==> config.mk <==
export PLATFORM = sky130hd
export DESIGN_NAME = ffha_ram
export DESIGN_NICKNAME = d
export VERILOG_FILES = /design/src/hw/rtl/ffha_ram.sv
export SDC_FILE = /design/constraint.sdc
export NUM_CORES = 1
export LEC_CHECK = 0
export BUFFER_PORTS_ARGS = -buffer_cell sky130_fd_sc_hd__buf_2
export CORE_MARGIN = 5
export CORE_UTILIZATION = 29
export DETAILED_ROUTE_END_ITERATION = 16
export PLACE_DENSITY_LB_ADDON = 0.15
export SLEW_MARGIN = 10
export SYNTH_ARGS = -nofsm -noshare
export SYNTH_HDL_FRONTEND = slang
export SYNTH_SLANG_ARGS = --single-unit
==> constraint.sdc <==
create_clock -name clk -period 2.9 [get_ports clk]
set_input_delay 0.29 -clock clk [delete_from_list [all_inputs] [get_ports clk]]
set_output_delay 0.29 -clock clk [all_outputs]
set_load 0.03 [all_outputs]
==> src/hw/rtl/ffha_ram.sv <==
`timescale 1ns / 1ps
// Generic single-port RAM with registered read.
// No dependencies.
module ffha_ram #(
  parameter int WIDTH = 8,
  parameter int DEPTH = 16
) (
  input  logic                     clk,
  input  logic                     we,
  input  logic                     re,
  input  logic [$clog2(DEPTH)-1:0] addr,
  input  logic [WIDTH-1:0]         wdata,
  output logic [WIDTH-1:0]         rdata
);

  logic [WIDTH-1:0] mem_r [DEPTH];
  logic [WIDTH-1:0] rdata_r;

  always_ff @(posedge clk) begin
    if (we) begin
      mem_r[addr] <= wdata;
    end
    if (re) begin
      rdata_r <= mem_r[addr];
    end
  end

  assign rdata = rdata_r;

endmodule

======== After elaboration in Yosys (flattened, before gate mapping) ========
Memories as Yosys holds them, arrays and structs flattened. A register that Yosys moved wholly into a read port is not among the register bits.
Index checks and enable logic that the tools add are counted.
word-level totals
  output and inout bits ................... 8
  flip-flop bits (word level) ............. 0
  logic and storage cells ................. 3
  bits in latches ......................... 0
  ROM bits ................................ 0
  input bits .............................. 15
  memories ................................ 1
  memory bits (writable) .................. 128
operators by class
  divide/modulo/power cells ............... 0
  bitwise gates (word level) .............. 0
  muxes and demuxes ....................... 2
  $mul .................................... 0
  magnitude comparators ................... 0
  add/subtract/negate cells ............... 0
  shift-type cells ........................ 0
  equal/unequal tests ..................... 0
  reduce and logical (&&, ||, !) cells .... 0
memories
  memory  words  width  read ports  clocked after Yosys merged registers in  wr ports  RTL line  RTL
  mem_r   16     8      1           1                                        1         16        logic [WIDTH-1:0] mem_r [DEPTH];
operators by type and width
  kind              number
  2-to-1 mux 1 bit  2

======== Depth between registers and ports, before layout ========
  depth after elaboration ................. 2
  gate-level depth with buffers ........... 5
  depth with buffers taken out ............ 3

======== Worst setup path after synthesis ========
No wires, ideal clock.
  path kind ............................... input -> register
  start point ............................. input port addr[2]
  end point ............................... memory mem_r[0][0], enable pin
  library setup time ...................... 383 ps
  buffers on the path ..................... 0
  path slack .............................. 1,117 ps
  required time ........................... 2,517 ps
  stages on the path ...................... 2
  arrival time ............................ 1,400 ps
  path through ............................ or3b_2 > nor3_1
RTL lines
  element      RTL line  RTL
  from (decl)  11        input logic [$clog2(DEPTH)-1:0] addr,
  to (decl)    16
Straight into the memory's write port.

==> metrics.txt <==
Gate Count Post-Synth 230; clk_lat worst skew 0.41 ns; Place WS 0.6508 ns; Startpoint Class primary input; slew margin rel. 35.85%; Setup Total Neg Slack 0 ns; Post-CTS Hold Buffers 0; H-tree depth 4; Port Buffer Count 22; CTS tree yes; internal cell power 3.628 mW; Area after DPL 5614 um2; post-cts resize count 0; kind of critical path primary input to register; fraction of layout cells with a size suffix above 1 34.14%; syn_nets 245; DIE AREA 20510 um2; DRT Wirelength 11020 um; placed wire-length estimate 7323 um; core area 17360 um2; Worst Skew 0.009609 ns; io pins 23; final hold vios 0; largest area contributor in the netlist edfxtp_1; vias in the first global route 2619; synthesized area 5147 um2; Die X 143.2 um; register bit total from synthesis 136; vias 2360; Synth Area per Inst 22.38 um2; Die Y 143.2 um; Finished Cell Area 6181 um2; DP Cell Count 484; Worst EP required 3.05 ns; Clk pwr share 45.7%; largest net degree at the start of global routing 21; Starting Density 29.66%; Max-Cap Viols 0; signal arrival time at the worst endpoint 1.88 ns; Final period util 59.67%; synth warn 0; GR Overflow Total 0; # Post-CTS Setup Buffers 0; RSZ-0062 raised after global routing no; detail-routed via count per cell 4.583; 1st-pass router iterations 4; final net count 293; Net Sw Power 889.0 uW; Unique masters post-synth 17; Worst-path clk slew 0.06 ns; Antenna diodes 0; crit path max fanout 15; DRC viols 0; setup violators final 0; Core Rows 48; Non-Filler Instances 515; most common cell after layout, fill and taps aside edfxtp_1; initial drt markers 112; actual slew at the worst max-slew pin 0.9587 ns; initial antenna violation count 0; Slew Limit Fails 0; CTS max path bufs 2; Final Worst Setup Slack 1.170 ns; Gate power share 4.9%; sequential share of power 49.3%; pwr dens 730.8 nW/um2; commonest non-fill, non-tap cells in the layout edfxtp_1 (136), mux4_2 (32), buf_2 (22); status completed; total CTS buffers 17; Final ANT Viol Nets 0; Worst setup EP type register; Static Leak 2.005 nW; GRT Total Usage 11.72%; sequential area share after synthesis 79.34%; Hold Slack 0.2592 ns; Max Fclk 577.9 MHz; CTS Root Cell clkbuf_16; top cell type's share of synthesized area 79.34%; GPL Wtd Cong 0.6894; sw frac 19.68%; wire length per cell 21.39 um; Period minus WS final 1.730 ns; HP Class primary input to register; top cells by area, synth edfxtp_1 (79%), mux4_2 (14%), a22oi_1 (2.3%); area grow syn2layout 20.08%; peak supply drop 364.5 uV; first-pass GRT wire length 16800 um; CTS Sinks 136; filler cell count 1610
## power groups by stage
stage                     combinational [mW]  sequential, mW  clock, mW
after floorplan                        0.113            2.28          0
after global placement                 0.229            2.27          0
after detailed placement               0.230            2.27          0
after CTS                              0.230            2.23       2.12
after global routing                   0.242            2.23       2.22
final                                  0.223            2.23       2.07
## metrics by stage
stage / utilization (%) / power [mW]
2_1_floorplan: - / 2.398
3_3_place_gp: 32.35 / 2.498
3_5_place_dp: 32.35 / 2.499
4_1_cts: 35.61 / 4.580
5_1_grt: 35.61 / 4.691
6_report: 35.61 / 4.517
## per-layer routing
| metal | share of wire (%) | global-route usage, % | vias to the layer above |
|---|---|---|---|
| met2 | 51 | 19.16 | 32 |
| met1 | 44 | 14.81 | 1255 |
| met4 | 1.3 | 3.865 | 0 |
| met3 | 3.5 | 3.851 | 9 |
| met5 | 0 | 0 | - |
| li1 | - | - | 1064 |
## logic make-up after synthesis
group | share of synthesized area, %
buf+inv | 1.167
compound gates | 2.334
simple gates | 3.160
mux | 14.00
flops | 79.34
## final timing paths
check	startpoint	end	slack, ns	cells past startpoint
max	addr[0]	rdata[7]	1.17	5
min	re	rdata[6]	0.26	1
max reg2reg	mem_r[0][6]	rdata[6]	1.27	3
min reg2reg	mem_r[7][7]	rdata[7]	0.76	3
## registers in the layout, summed over array words and instances (netlist names)
register  flops
mem_r       128
rdata         8
## worst max-delay path, stage by stage
cell and delay (ns):
buf_2 0.37, buf_4 0.32, mux4_2 0.54, a22oi_1 0.28, nand2_1 0.07
## Yosys cell counts
cell,number
buf_2,2
clkbuf_2,1
nor2b_1,2
clkbuf_1,2
a22oi_1,16
mux4_2,32
nand2b_1,2
buf_6,2
nor2_1,13
and2_1,1
nand3b_1,2
or3b_2,1
nand2_1,9
buf_1,4
edfxtp_1,136
nand3_1,1
nor3_1,4
## layout make-up
class	count	area (um2)	area share, %
Clock buffer	19	432.9	7.004
Sequential cell	136	4084	66.07
Tap cell	225	281.5	4.555
Timing Repair Buffer	40	245.2	3.968
Multi-Input combinational cell	83	1003	16.23
Clock inverter	12	133.9	2.166
(Power assumes the default switching activity.)
