**src/hw/rtl/ffha_pkg.sv**
```systemverilog
`timescale 1ns / 1ps
// Shared types and constants of the first-fit heap allocator.
// No dependencies; used by scoped name from ffha_req_check and the core.
package ffha_pkg;

  // Raw header size in bytes before rounding up to a granule
  localparam int HeaderRawBytes = 8;

  // Request kinds carried on in_tuser
  localparam logic KIND_ALLOC = 1'b0;
  localparam logic KIND_FREE  = 1'b1;

  // Sequencer states
  typedef enum logic [4:0] {
    ST_CLEAR,
    ST_IDLE,
    ST_A_RD,
    ST_A_CHK,
    ST_A_SET,
    ST_A_SPL,
    ST_A_WCUR,
    ST_F_RD,
    ST_F_CHK,
    ST_F_WHDR,
    ST_I_WALK,
    ST_I_LD,
    ST_I_MRG,
    ST_I_NXT,
    ST_I_NXM,
    ST_I_WBLK,
    ST_I_WIT
  } state_t;

  // Request screening flags from the check unit
  typedef struct packed {
    logic alloc_bad;
    logic free_bad;
  } req_chk_t;

endpackage

```
**src/hw/rtl/ffha_req_check.sv**
```systemverilog
`timescale 1ns / 1ps
// Request screening: granule count of an allocate, header index of a free.
// Depends on ffha_pkg.
module ffha_req_check #(
  parameter int HEAP_BYTES    = 16384,
  parameter int GRANULE_BYTES = 8
) (
  input  logic [15:0]                                   request_bytes,
  input  logic [13:0]                                   release_offset,
  output logic [$clog2(HEAP_BYTES/GRANULE_BYTES):0]     need,
  output logic [$clog2(HEAP_BYTES/GRANULE_BYTES)-1:0]   hdr,
  output ffha_pkg::req_chk_t                            chk
);

  localparam int GranuleCount = HEAP_BYTES / GRANULE_BYTES;
  localparam int GW  = $clog2(GranuleCount);
  localparam int LW  = GW + 1;
  localparam int LGG = $clog2(GRANULE_BYTES);
  localparam int HeaderBytes =
    ((ffha_pkg::HeaderRawBytes + GRANULE_BYTES - 1) / GRANULE_BYTES) * GRANULE_BYTES;

  logic [31:0] need_full;
  logic [31:0] rel_full;
  logic [31:0] hdr_full;

  always_comb begin
    need_full = (32'(request_bytes) + 32'(HeaderBytes + GRANULE_BYTES - 1)) >> LGG;
    need      = need_full[LW-1:0];
    rel_full  = 32'(release_offset) - 32'(HeaderBytes);
    hdr_full  = rel_full >> LGG;
    hdr       = hdr_full[GW-1:0];
    chk.alloc_bad = (request_bytes == 16'd0) ||
                    (32'(request_bytes) >= 32'(HEAP_BYTES));
    chk.free_bad  = (32'(release_offset) < 32'(HeaderBytes)) ||
                    ((rel_full & 32'(GRANULE_BYTES - 1)) != 32'd0) ||
                    (hdr_full >= 32'(GranuleCount));
  end

endmodule

```
**config.mk**
```make
export PLATFORM = sky130hd
export DESIGN_NAME = ffha_req_check
export DESIGN_NICKNAME = d
export VERILOG_FILES = /design/src/hw/rtl/ffha_pkg.sv /design/src/hw/rtl/ffha_req_check.sv
export SDC_FILE = /design/constraint.sdc
export NUM_CORES = 1
export LEC_CHECK = 0
export BUFFER_PORTS_ARGS = -buffer_cell sky130_fd_sc_hd__buf_2
export CAP_MARGIN = 20
export CORE_AREA = 8 8 45 47
export DETAILED_ROUTE_END_ITERATION = 6
export DIE_AREA = 0 0 53 55
export PLACE_DENSITY = 0.84
export SLEW_MARGIN = 20
export SYNTH_ARGS = -nofsm -noshare
export SYNTH_HDL_FRONTEND = slang
export SYNTH_SLANG_ARGS = --single-unit
```
**constraint.sdc**
```tcl
create_clock -name vclk -period 1.4
set_clock_uncertainty 0.05 [all_clocks]
set_input_delay 0.14 -clock vclk [all_inputs]
set_output_delay 0.14 -clock vclk [all_outputs]
set_load 0.02 [all_outputs]
```
== Word-level counts from Yosys, hierarchy flattened ==
Cells that the tools add are included.

* Register bits: 0
* Input bits: 30
* Word-level logic and storage cells: 10

* $add $sub $neg: 2
* Order comparisons: 3
* Reduce and logical (&&, ||, !) cells: 5

{| class="wikitable"
|+ Operators with widths
! kind !! number
|-
| 32-bit nonzero test || 1
|-
| 29-bit by 12-bit greater-or-equal comparator with 1-bit output, second input constant || 1
|-
| 16-bit by 15-bit greater-or-equal comparator with 1-bit output, second input constant || 1
|-
| 16-bit zero test || 1
|-
| 15-bit by 4-bit adder with 15-bit output, second input constant || 1
|-
| 14-bit by 4-bit subtractor with 15-bit output, second input constant || 1
|-
| 14-bit by 4-bit less-than comparator with 1-bit output, second input constant || 1
|-
| 1-bit logical OR || 3
|}

== Longest topological paths before layout ==
Gate-level depths: netlist of the first run.

* Depth after elaboration: 4
* Gate-level depth with buffers: 5

== Least setup slack after synthesis of the first run ==
No wires, ideal clock.

* Path type: input to output
* Start: in release_offset[3]
* End: out hdr[8]
* Data arrival time: 1312 ps
* Path slack: -102 ps
* Stages: 5
* Cells stage by stage: inv_1 -> ha_1 -> nand3b_1 -> nor4_1 -> xor2_1

* Word-level cells in the longest chain between the ends: 1

{| class="wikitable"
|+ RTL lines
! element !! RTL line !! text
|-
| start, declared || ffha_req_check.sv:9 || <nowiki>input logic [13:0] release_offset,</nowiki>
|-
| 14-bit by 4-bit subtractor with 15-bit output || ffha_req_check.sv:29 || <nowiki>rel_full = 32'(release_offset) - 32'(HeaderBytes);</nowiki>
|-
| end, declared || ffha_req_check.sv:11 || <nowiki>output logic [$clog2(HEAP_BYTES/GRANULE_BYTES)-1:0] hdr,</nowiki>
|}

No other way between the ends.

== Worst setup path after layout of the first run ==
* Start: in release_offset[7]
* End: out hdr[9]

The elaborated chain is that of the path after synthesis.

==> reports/results.txt, run 1 <==
RSZ-0062 raised after global routing -> true
synth unique cells -> 19
Core Box Area -> 1380 um2
row count -> 14
largest net degree at the start of global routing -> 6
Slew HR -> 82.7%
IO Pins -> 55
full die area -> 2920 um2
global-route wire length before repair -> 3.69 mm
Mapped Cells -> 65
Post-Synth XOR/XNOR Area -> 39.9%
layout cells sized above 1 -> 72.6%
Post-Synth Adder-Cell Area -> 2.85%
vias -> 831
sequential cell count -> 0
total global routing overflow -> 0
DRC viols -> 0
power per cell area -> 331 nW/um2
mapped cell area -> 439 um2
Final nets -> 179
min cycle time layout -> 1520 ps
Layout Utilization -> 87.8%
Pleak -> 0.590 nW
Setup WS pre-CTS -> -128 ps
fill cell count -> 72
final setup violation count -> 9
Die Y -> 55 um
fmax -> 657 MHz
actual slew at the worst max-slew pin -> 258 ps
area leader, netlist -> xnor2_1
register area -> 0 um2
Yosys warnings -> 0
area growth from synthesis to layout -> 177%
min-delay worst type -> in -> out
post-DR wirelength/cell -> 16.8 um
kind of critical path -> in -> out
post-synthesis sequential area ratio -> 0%
hold wc startpoint -> release_offset[1]
Period Utilization, post-route -> 109%
top cell type's share of synthesized area -> 19.9%
crit path max fanout -> 3
ant diodes -> 0
clock buffers -> 0
DRT antenna net count -> 0
synthesized area per cell -> 6.76 um2
initial antenna violation count -> 0
GPL Wtd Cong -> 0.870
Multi-input gate area -> 562 um2
Iter 0 DRT Violations -> 11
Placement Cell Area -> 897 um2
Max Slew Vio Count -> 0
crit path from -> release_offset[7]
post-route setup slack -> -121 ps
Net Count, Synth -> 96
Total Routing Usage GR -> 15.6%
DPL Wire Length -> 1.80 mm
failing checks -> negative setup slack
vias per inst -> 5.13
Worst setup SP type -> primary input
Crit path required time -> 1210 ps
Simple-Gate Fraction of Synth Area -> 43.3%
PortBufs -> 55
vias in the first global route -> 876
Die X -> 53 um
Arrival @ worst endpoint -> 1330 ps
overall power -> 0.403 mW
Compound-Gate Fraction of Synth Area -> 9.69%
mux contribution to synthesized area -> 0%
CP Capture Type -> primary output
Starting Density -> 31.7%
Routed Wire Length -> 2.72 mm
Worst VDD drop -> 0.222 mV
fin area -> 1210 um2
Pre-Repair DR Iteration Count -> 4
run status -> complete, but fails checks
maxcap violations -> 0
largest family of logic cells by synthesized area -> simple AND/OR/NAND/NOR gates
synth top area cells -> xnor2_1 (20%), xor2_1 (20%), nor4_1 (7.1%), nand2_1 (6.8%), nor2_1 (6.8%)
final hold violations -> 0
## per-stage QoR
step,instances,hold WS [ps],TNS [ps]
6_report,162,543,-523
5_1_grt,162,561,-1060
4_1_cts,160,536,-122
3_5_place_dp,155,535,-845
3_3_place_gp,155,531,-509
2_1_floorplan,65,328,0
## logic make-up (layout without fill, tap and decap cells)
group | count (synthesis) | in the layout
compound gates | 3 | 3
xor+xnor | 20 | 20
fa+ha+maj | 1 | 1
buf+inv | 5 | 86
simple gates | 36 | 36
## worst max-delay path, stage by stage
cell and delay (ps):
buf_6 100, or3_4 400, nor3_4 210, nand2_1 120, xnor2_1 180, buf_4 170
## power breakdown
part	total [mW]	internal [mW]	leakage, nW	switching (mW)
Clock	0	0	0	0
Combinational	0.403	0.197	0.590	0.206
Sequential	0	0	0	0
## what timing repair did
action,in CTS,in global routing
buffers inserted,5,3
gates resized for setup,31,34
hold buffers,0,0
pin swaps,11,18
hold endpoints to repair,0,0
endpoints found under the setup margin,15,16
## final timing paths
kind	slack, ps	to	depth (start not counted)
setup / recovery	-120	hdr[9]	6
hold / removal	540	chk[0]	3
## placed cells by master, fill, tap and decap left out, drive strengths merged, types with 2 or more instances in the layout
master,instances
buf,81
inv,4
nand2,8
nand3,4
nor2,8
nor3,4
nor4,6
or4,2
xnor2,10
xor2,10
## cell type report
type,count,area share (%)
timing repair buffer,81,50.3
multi-input combinational,60,46.2
tap,16,1.65
inverter,5,1.85
## routing by layer
| layer | track usage [%] | vias up | share of wire, % |
|---|---|---|---|
| met2 | 31.6 | 50 | 47 |
| li1 | - | 390 | - |
| met3 | 3.48 | 0 | 13 |
| met4 | 0 | 0 | 0 |
| met5 | 0 | - | 0 |
| met1 | 16.8 | 391 | 41 |
## synthesized netlist by cell type
cell type / count
xnor2_1: 10
xor2_1: 10
nand2_1: 8
nor2_1: 8
inv_1: 5
nor4_1: 5
nand3_1: 4
nor3_1: 3
or4_1: 2
a21oi_1: 1
a311o_1: 1
ha_1: 1
nand2b_1: 1
nand3b_1: 1
nor3_2: 1
nor4_2: 1
o41ai_4: 1
or2_1: 1
or3_1: 1
No activity file was read; power rests on OpenSTA's default activity.
==> run 2: changes to the inputs <==
--- a/config.mk
+++ b/config.mk
@@ -5,7 +5,7 @@
 export SDC_FILE = /design/constraint.sdc
 export NUM_CORES = 1
 export LEC_CHECK = 0
-export BUFFER_PORTS_ARGS = -buffer_cell sky130_fd_sc_hd__buf_2
+export BUFFER_PORTS_ARGS = -buffer_cell sky130_fd_sc_hd__buf_4
 export CAP_MARGIN = 20
 export CORE_AREA = 8 8 45 47
 export DETAILED_ROUTE_END_ITERATION = 6
==> run 2 against run 1 <==
Effect of this change:
- the flow still finishes with violations (negative setup slack)
- global-route usage is 0.33 points higher
- hold slack worse by 16 ps
- combinational power grew 6.9%
- non-clock buffer count rose by 1
- routed wire length grew 6.1%
- core utilization is 3.6 points higher
- critical path depth stayed put
- count of clock-buffer cells in the layout is the same
- first-iteration DRC count up 9.1%
- largest cell class unchanged
==> reports/results.txt, run 2 (synthesis gave the netlist of run 1 again) <==
total global routing overflow -> 0
Slew HR -> 76.4%
largest net degree at the start of global routing -> 6
Placed Cells -> 154
Iter 0 DRT Violations -> 12
M1 wire length -> 1.05 mm
DRT antenna net count -> 0
CTS hold repair buffers -> 0
IO Pins -> 55
maxcap violations -> 0
Starting Density -> 31.7%
vias in the first global route -> 841
crit path max fanout -> 3
full die area -> 2920 um2
min cycle time layout -> 1510 ps
Final nets -> 180
hold wc startpoint -> request_bytes[14]
Max Slew Vio Count -> 0
Total Routing Usage GR -> 15.9%
sequential cell count -> 0
Die Y -> 55 um
final hold violations -> 0
crit path from -> release_offset[7]
global-route wire length before repair -> 3.71 mm
overall power -> 0.431 mW
Layout Utilization -> 91.4%
Finished Layout Cells -> 163
most frequent cells in the layout -> buf_4 (65), buf_6 (14), xor2_1 (10)
kind of critical path -> in -> out
row count -> 14
Period Utilization, post-route -> 108%
Worst VDD drop -> 0.229 mV
Core Box Area -> 1380 um2
post-route setup slack -> -111 ps
clock buffers -> 0
PortBufs -> 55
Crit path required time -> 1210 ps
Min Hold Slack -> 527 ps
area growth from synthesis to layout -> 188%
DPL Wire Length -> 1.76 mm
CP Capture Type -> primary output
routed wl met3 -> 437 um
power per cell area -> 340 nW/um2
initial antenna violation count -> 0
min-delay worst type -> in -> out
Die X -> 53 um
ant diodes -> 0
RSZ-0062 raised after global routing -> true
highest routed layer -> met4
register area -> 0 um2
fmax -> 662 MHz
post-DR wirelength/cell -> 17.7 um
Worst setup SP type -> primary input
DR WL met2 -> 1.39 mm
failing checks -> negative setup slack
final setup violation count -> 10
Pre-Repair DR Iteration Count -> 4
DRC viols -> 0
vias per inst -> 5.16
GPL Wtd Cong -> 0.842
Routed Wire Length -> 2.88 mm
actual slew at the worst max-slew pin -> 353 ps
layout cells sized above 1 -> 70.1%
vias -> 841
run status -> complete, but fails checks
Pleak -> 0.604 nW
Arrival @ worst endpoint -> 1320 ps
commonest non-fill, non-tap cell in the layout -> buf_4
-- run 2: changes by cell type in the layout (fill, tap and decap cells not counted), moves of 2 or more --
| cell | previous run | this run |
|---|---|---|
| nand3_2 | 2 | 0 |
| xnor2_2 | 4 | 2 |
| xnor2_1 | 6 | 8 |
| buf_6 | 12 | 14 |
| buf_4 | 36 | 65 |
| buf_2 | 29 | 0 |
| nand3_1 | 2 | 4 |
-- run 2: layout make-up --
type,instances,area (um2)
well taps,16,20.0
inverters,5,25.0
fillers,56,119
repair buffers,82,691
multi-input cells,60,529
-- run 2: worst max-delay path: stages --
cell and delay (ps):
buf_6 100, or3_4 400, nor3_4 200, nand2_1 100, xnor2_1 200, buf_4 180
-- run 2: path summary, 6_finish.rpt --
check / endpoint / slack [ps] / depth (start not counted)
worst max-delay path: hdr[7] / -110 / 6
worst min-delay path: need[11] / 530 / 3
-- run 2: per-stage QoR --
step	setup TNS, ps	instance area (um2)	setup WS [ps]
floorplan	0	459	12.4
global placement	-324	1030	-70.5
detailed placement	-458	1030	-102
CTS	-81.3	1170	-46.7
global route	-1290	1260	-153
finish	-441	1260	-111
-- run 2: metal layers --
| layer | vias to the layer above | track usage, % |
|---|---|---|
| met4 | 0 | 1.29 |
| met1 | 395 | 16.3 |
| met2 | 56 | 29.9 |
| li1 | 388 | - |
| met3 | 2 | 7.49 |
| met5 | - | 0 |
-- run 2: timing repair --
item                                    4_1_cts  5_1_grt
pin swaps                                    11       15
setup buffers                                 6        3
resized for setup                            22       19
endpoints found under the hold margin         0        0
endpoints found under the setup margin       12       16
-- run 2: where the power goes --
group          switching [mW]  leakage, nW  internal [mW]
clock                       0            0              0
combinational           0.206        0.604          0.225
sequential                  0            0              0
total                   0.206        0.604          0.225
